### config.mk
export PLATFORM = sky130hd
export DESIGN_NAME = rlcc_div_chain
export DESIGN_NICKNAME = d
export VERILOG_FILES = /design/src/rtl/rlcc_div_cell.sv /design/src/rtl/rlcc_div_chain.sv
export SDC_FILE = /design/constraint.sdc
export NUM_CORES = 2
export LEC_CHECK = 0
export BUFFER_PORTS_ARGS = -buffer_cell sky130_fd_sc_hd__buf_4
export CORE_ASPECT_RATIO = 1.75
export CORE_MARGIN = 10
export CORE_UTILIZATION = 30
export DETAILED_ROUTE_END_ITERATION = 6
export PLACE_DENSITY = 0.42
export SLEW_MARGIN = 0
export SYNTH_ARGS = -nofsm -noshare
export SYNTH_HDL_FRONTEND = slang
export SYNTH_SLANG_ARGS = --single-unit
### constraint.sdc
create_clock -name clk -period 3.3 [get_ports clk]
set_clock_uncertainty 0.05 [all_clocks]
set_input_delay 0.66 -clock clk [delete_from_list [all_inputs] [get_ports clk]]
set_output_delay 0.66 -clock clk [all_outputs]
set_load 0.05 [all_outputs]
### src/rtl/rlcc_div_cell.sv
// One restoring division step: produces one quotient bit per cycle.
// Carries the divisor and a side payload to the next cell of the chain.
// Depends on nothing outside this file.
`timescale 1ns / 1ps

module rlcc_div_cell #(
  parameter int unsigned RW = 32,
  parameter int unsigned QW = 30,
  parameter int unsigned SW = 1
) (
  input  logic          clk,
  input  logic          rst,
  input  logic [RW-1:0] rem_in,
  input  logic [QW-1:0] quo_in,
  input  logic [RW-1:0] den_in,
  input  logic [SW-1:0] side_in,
  output logic [RW-1:0] rem_out,
  output logic [QW-1:0] quo_out,
  output logic [RW-1:0] den_out,
  output logic [SW-1:0] side_out
);

  logic [RW:0]   trial;
  logic [RW:0]   diff;
  logic          ge;
  logic [RW-1:0] rem_next;
  logic [QW-1:0] quo_next;

  // Shift in the next dividend bit and try subtracting the divisor.
  always_comb begin
    trial    = {rem_in, quo_in[QW-1]};
    diff     = trial - {1'b0, den_in};
    ge       = (trial >= {1'b0, den_in});
    rem_next = ge ? diff[RW-1:0] : trial[RW-1:0];
    quo_next = {quo_in[QW-2:0], ge};
  end

  // Hand the step result to the neighbor.
  always_ff @(posedge clk) begin
    rem_out  <= rem_next;
    quo_out  <= quo_next;
    den_out  <= den_in;
  end

  // The side payload carries the valid flag, so it is cleared by reset.
  always_ff @(posedge clk) begin
    if (rst) begin
      side_out <= '0;
    end else begin
      side_out <= side_in;
    end
  end

endmodule

### src/rtl/rlcc_div_chain.sv
// Row of division cells that turns a dividend into a quotient, one bit per cell.
// Depends on rlcc_div_cell.
`timescale 1ns / 1ps

module rlcc_div_chain #(
  parameter int unsigned RW = 32,
  parameter int unsigned QW = 30,
  parameter int unsigned SW = 1
) (
  input  logic          clk,
  input  logic          rst,
  input  logic [RW-1:0] rem_in,
  input  logic [QW-1:0] quo_in,
  input  logic [RW-1:0] den_in,
  input  logic [SW-1:0] side_in,
  output logic [QW-1:0] quo_out,
  output logic [SW-1:0] side_out
);

  logic [RW-1:0] rem_w  [0:QW];
  logic [QW-1:0] quo_w  [0:QW];
  logic [RW-1:0] den_w  [0:QW];
  logic [SW-1:0] side_w [0:QW];

  assign rem_w[0]  = rem_in;
  assign quo_w[0]  = quo_in;
  assign den_w[0]  = den_in;
  assign side_w[0] = side_in;

  // One cell per quotient bit.
  for (genvar i = 0; i < QW; i++) begin : g_cell
    rlcc_div_cell #(.RW(RW), .QW(QW), .SW(SW)) u_cell (
      .clk     (clk),
      .rst     (rst),
      .rem_in  (rem_w[i]),
      .quo_in  (quo_w[i]),
      .den_in  (den_w[i]),
      .side_in (side_w[i]),
      .rem_out (rem_w[i+1]),
      .quo_out (quo_w[i+1]),
      .den_out (den_w[i+1]),
      .side_out(side_w[i+1])
    );
  end

  assign quo_out  = quo_w[QW];
  assign side_out = side_w[QW];

endmodule

==> impl_metrics.py <==
metrics = {
    "cts": {
        "tritoncts.num_buffers": 297,
        "htreeDepth": 5,
        "tritoncts_clock_tree": "yes",
        "cts_sinks": 2786,
        "clock_latency_ns": 0.90,
        "longest_clk_path_bufs": 4,
        "clk_pin_slew_worst_paths_ns": 0.06,
        "clock-root-buffer": "clkbuf_16",
    },
    "synth": {
        "synth_cells": 11835,
        "synth_fp_nets": 12921,
        "ys_top_cells_by_count": "2,786 x dfxtp_1, 1,181 x inv_1, 960 x ha_1, 889 x a21oi_1, 653 x nand2_1",
        "post_synth_num_cell_types": 93,
        "yosys_warnings": 0,
        "yosys.area.top_type_share_pct": 47.77,
        "syn-cell-area_sq_mm": 0.1168,
        "seq_area_frac_synth_pct": 47.77,
        "synth_ff_type": "dfxtp_1",
        "total_of_flip_flops_plus_latches_after_synthesis": 2786,
        "synth_edf_count": 0,
        "ys_async_sr_fraction_pct": 0,
        "post-synth-top-count-cell": "dfxtp_1",
        "synth.area.top_cells": "dfxtp_1 48%, ha_1 10%, mux2_2 4.5%",
        "postSynthAreaPerCell_sq_um": 9.866,
        "synth_top_area_cell": "dfxtp_1",
    },
    "global_routing": {
        "grt_util_all_layers_pct": 18.05,
        "via_count_of_the_first_global_routing_pass": 100268,
        "global_route_wire_length_before_repair_microns": 574800,
        "gr-total-overflow": 0,
        "antenna_found_initial": 8,
        "grt_start_max_net_pins": 43,
    },
    "critical_path": {
        "startpoint_type_of_the_worst_setup_path": "register",
        "timing_worst_setup_path_type": "register to register",
        "timing.critical_path.from": "g_cell[24].u_cell.den_out[5]",
        "timing.critical_path.arrival_ns": 4.37,
        "crit_path_end": "g_cell[25].u_cell.rem_out[8]",
        "critical_path_peak_fanout": 8,
        "setup.worst_path.end_class": "register",
        "worst-r2r-cell-count": 18,
        "worstReg2RegEnd": "g_cell[25].u_cell.rem_out[8]",
        "critPathRequiredTime_ns": 4.03,
        "rrSetupSlack_ns": -0.35,
        "r2r_path_start": "g_cell[24].u_cell.den_out[5]",
    },
    "floorplanning": {
        "fp-row-count": 303,
        "io-pin-count": 128,
        "fp.coreArea_sq_mm": 0.3882,
        "die_h_microns": 845.3,
        "die_width_microns": 491.6,
        "floorplan.initialDensity_pct": 30.08,
        "fp.dieArea_sq_mm": 0.4155,
    },
    "power": {
        "vdd.ir_drop.worst_uv": 500.3,
        "p_leak_nw": 71.67,
        "pwr_density_cell_mw_per_mm2": 1183,
    },
    "place": {
        "placed_cells_incl_taps": 18706,
        "io_buffers": 127,
        "routabilityCongestion": 0.9353,
        "place_ws_ns": -1.116,
        "place_hpwl_microns": 312600,
        "dpl-instance-area_sq_mm": 0.1377,
    },
    "outcome": {
        "status": "finished, violations left",
        "violations": "setup timing",
    },
    "timing": {
        "drv_slew": 0,
        "rsz0062_at_grt": "true",
        "finalHoldViolCount": 0,
        "tightest_slew_ns": 1.096,
        "post_route_fraction_of_the_period_consumed_by_the_critical_path_pct": 110.5,
        "fmaxAchievable_mhz": 274.2,
        "timing.final.crit_period_ns": 3.647,
        "final_critical_path_setup_slack_ns": -0.3473,
        "maxSlewHeadroom_pct": 26.19,
        "setup_violations": 525,
    },
    "drt": {
        "first_iter_violations": 3488,
        "drt-vias-per-instance": 4.743,
        "wl_microns": 396400,
        "firstDrtPassIters": 6,
        "post-route-drc-count": 0,
        "postRouteAntennaNets": 0,
        "post_drt_wl_per_cell_microns": 20.37,
        "vias": 92328,
    },
    "final_layout": {
        "drive_gt1_share_pct": 25.55,
        "n_fill_cell": 38404,
        "final_cell_area_sq_mm": 0.1543,
        "finalNetCount": 15139,
        "layout-area-overhead-vs-synth_pct": 32.17,
        "instances_no_fill": 19465,
    },
    "flow_run": {
        "cap_violations": 0,
    },
    "min_path": {
        "min-delay-path-class": "input port to register",
    },
}
==> flip-flops by register name (all words and copies together), names as in the netlist <==
signal,flops
g_cell.u_cell.side_out,30
g_cell.u_cell.quo_out,900
g_cell.u_cell.rem_out,928
g_cell.u_cell.den_out,928
==> layer usage <==
metal  vias up  global-route usage, %  wire [microns]
met2      1786                  40.74          243600
met3      1261                  2.032            9494
met4         0                  15.38           42140
met1     43828                  11.79          101200
met5         -                      0               0
li1      45453                      -               -
==> critical path, cell delays in order, from the launching register on <==
cell	delay, ns
dfxtp_1	0.34
inv_1	0.05
ha_1	0.28
and3_1	0.15
nand3_1	0.10
o211ai_1	0.21
buf_4	0.17
a2111oi_4	0.06
buf_4	0.17
o41ai_4	0.35
a31oi_1	0.16
buf_4	0.18
o31ai_4	0.17
buf_4	0.15
a21oi_4	0.05
o21ai_4	0.20
buf_12	0.16
buf_16	0.18
mux2_2	0.35
==> power breakdown <==
| part | internal (mW) | switching, mW |
|---|---|---|
| combinational | 48.4 | 49.9 |
| sequential | 43.9 | 5.94 |
| clock | 20.0 | 14.3 |
==> layout make-up <==
cell class | instances | area, sq um | area share (%)
sequential | 2786 | 55910 | 36.23
inverter | 1182 | 4449 | 2.883
antenna | 6 | 15.01 | 0.009729
multi-input combinational | 7608 | 59270 | 38.41
timing repair buffer | 2178 | 18300 | 11.86
tap | 5185 | 6487 | 4.204
clock inverter | 110 | 1364 | 0.8837
clock buffer | 410 | 8516 | 5.518
==> cells in the final DEF, fill, tap and decap left out, types with 55 or more instances in the layout <==
cell	instances
o21ai_0	576
mux2_4	119
nand2b_1	119
clkbuf_16	321
nand4_1	148
buf_12	62
dfxtp_2	96
a21o_1	517
and3_1	80
dlygate4sd3_1	90
ha_4	70
ha_1	880
inv_1	1151
nor3_1	111
o21bai_1	85
clkbuf_1	55
buf_4	1939
xnor2_1	466
dfxtp_1	2685
a211oi_1	56
nor2b_1	135
o21a_1	127
mux2_2	366
a21oi_1	829
nand2_1	648
nor2_1	604
nand3_1	185
xor2_1	311
a31oi_1	99
==> what timing repair did <==
| item | in CTS | in global routing |
|---|---|---|
| pin swaps | 95 | 170 |
| endpoints found under the hold margin | 90 | 0 |
| gates resized for setup | 380 | 518 |
| cloned | 20 | 19 |
| setup buffers | 44 | 76 |
| hold buffers | 90 | 0 |
| setup endpoints to repair | 879 | 946 |
==> through the flow <==
step	total power, mW	TNS [ns]	utilization [%]	hold WS (ns)
3_3_place_gp	138.5	-411.15	35.47	0.2597
4_1_cts	180.4	-162.16	38.93	0.01798
6_report	182.5	-59.39	39.75	0.09199
3_5_place_dp	139.4	-406.78	35.47	0.2621
2_1_floorplan	102.3	-2.182	-	0.2596
5_1_grt	194.2	-154.20	39.75	0.06146
==> kinds of logic after synthesis <==
logic type | count (synthesis) | synth area share [%]
multiplexers | 542 | 5.170
flip-flops | 2786 | 47.77
AO/OA/AOI/OAI | 2947 | 16.03
XOR/XNOR | 777 | 5.828
buffers and inverters | 1442 | 4.717
AND/OR/NAND/NOR | 2352 | 9.697
adder cells (fa/ha/maj) | 989 | 10.78
==> worst min path at each step <==
stage / from / to / slack [ns] / cells after the start
floorplan: g_cell[9].u_cell.quo_out[9] / g_cell[10].u_cell.quo_out[10] / 0.26 / 0
global placement: g_cell[27].u_cell.quo_out[10] / g_cell[28].u_cell.quo_out[11] / 0.26 / 0
detailed placement: g_cell[17].u_cell.quo_out[4] / g_cell[18].u_cell.quo_out[5] / 0.26 / 0
CTS: rem_in[27] / g_cell[0].u_cell.rem_out[28] / 0.02 / 3
global route: rem_in[27] / g_cell[0].u_cell.rem_out[28] / 0.06 / 3
finish: rem_in[27] / g_cell[0].u_cell.rem_out[28] / 0.09 / 3
Note: power is estimated with default switching activity, not from simulation.
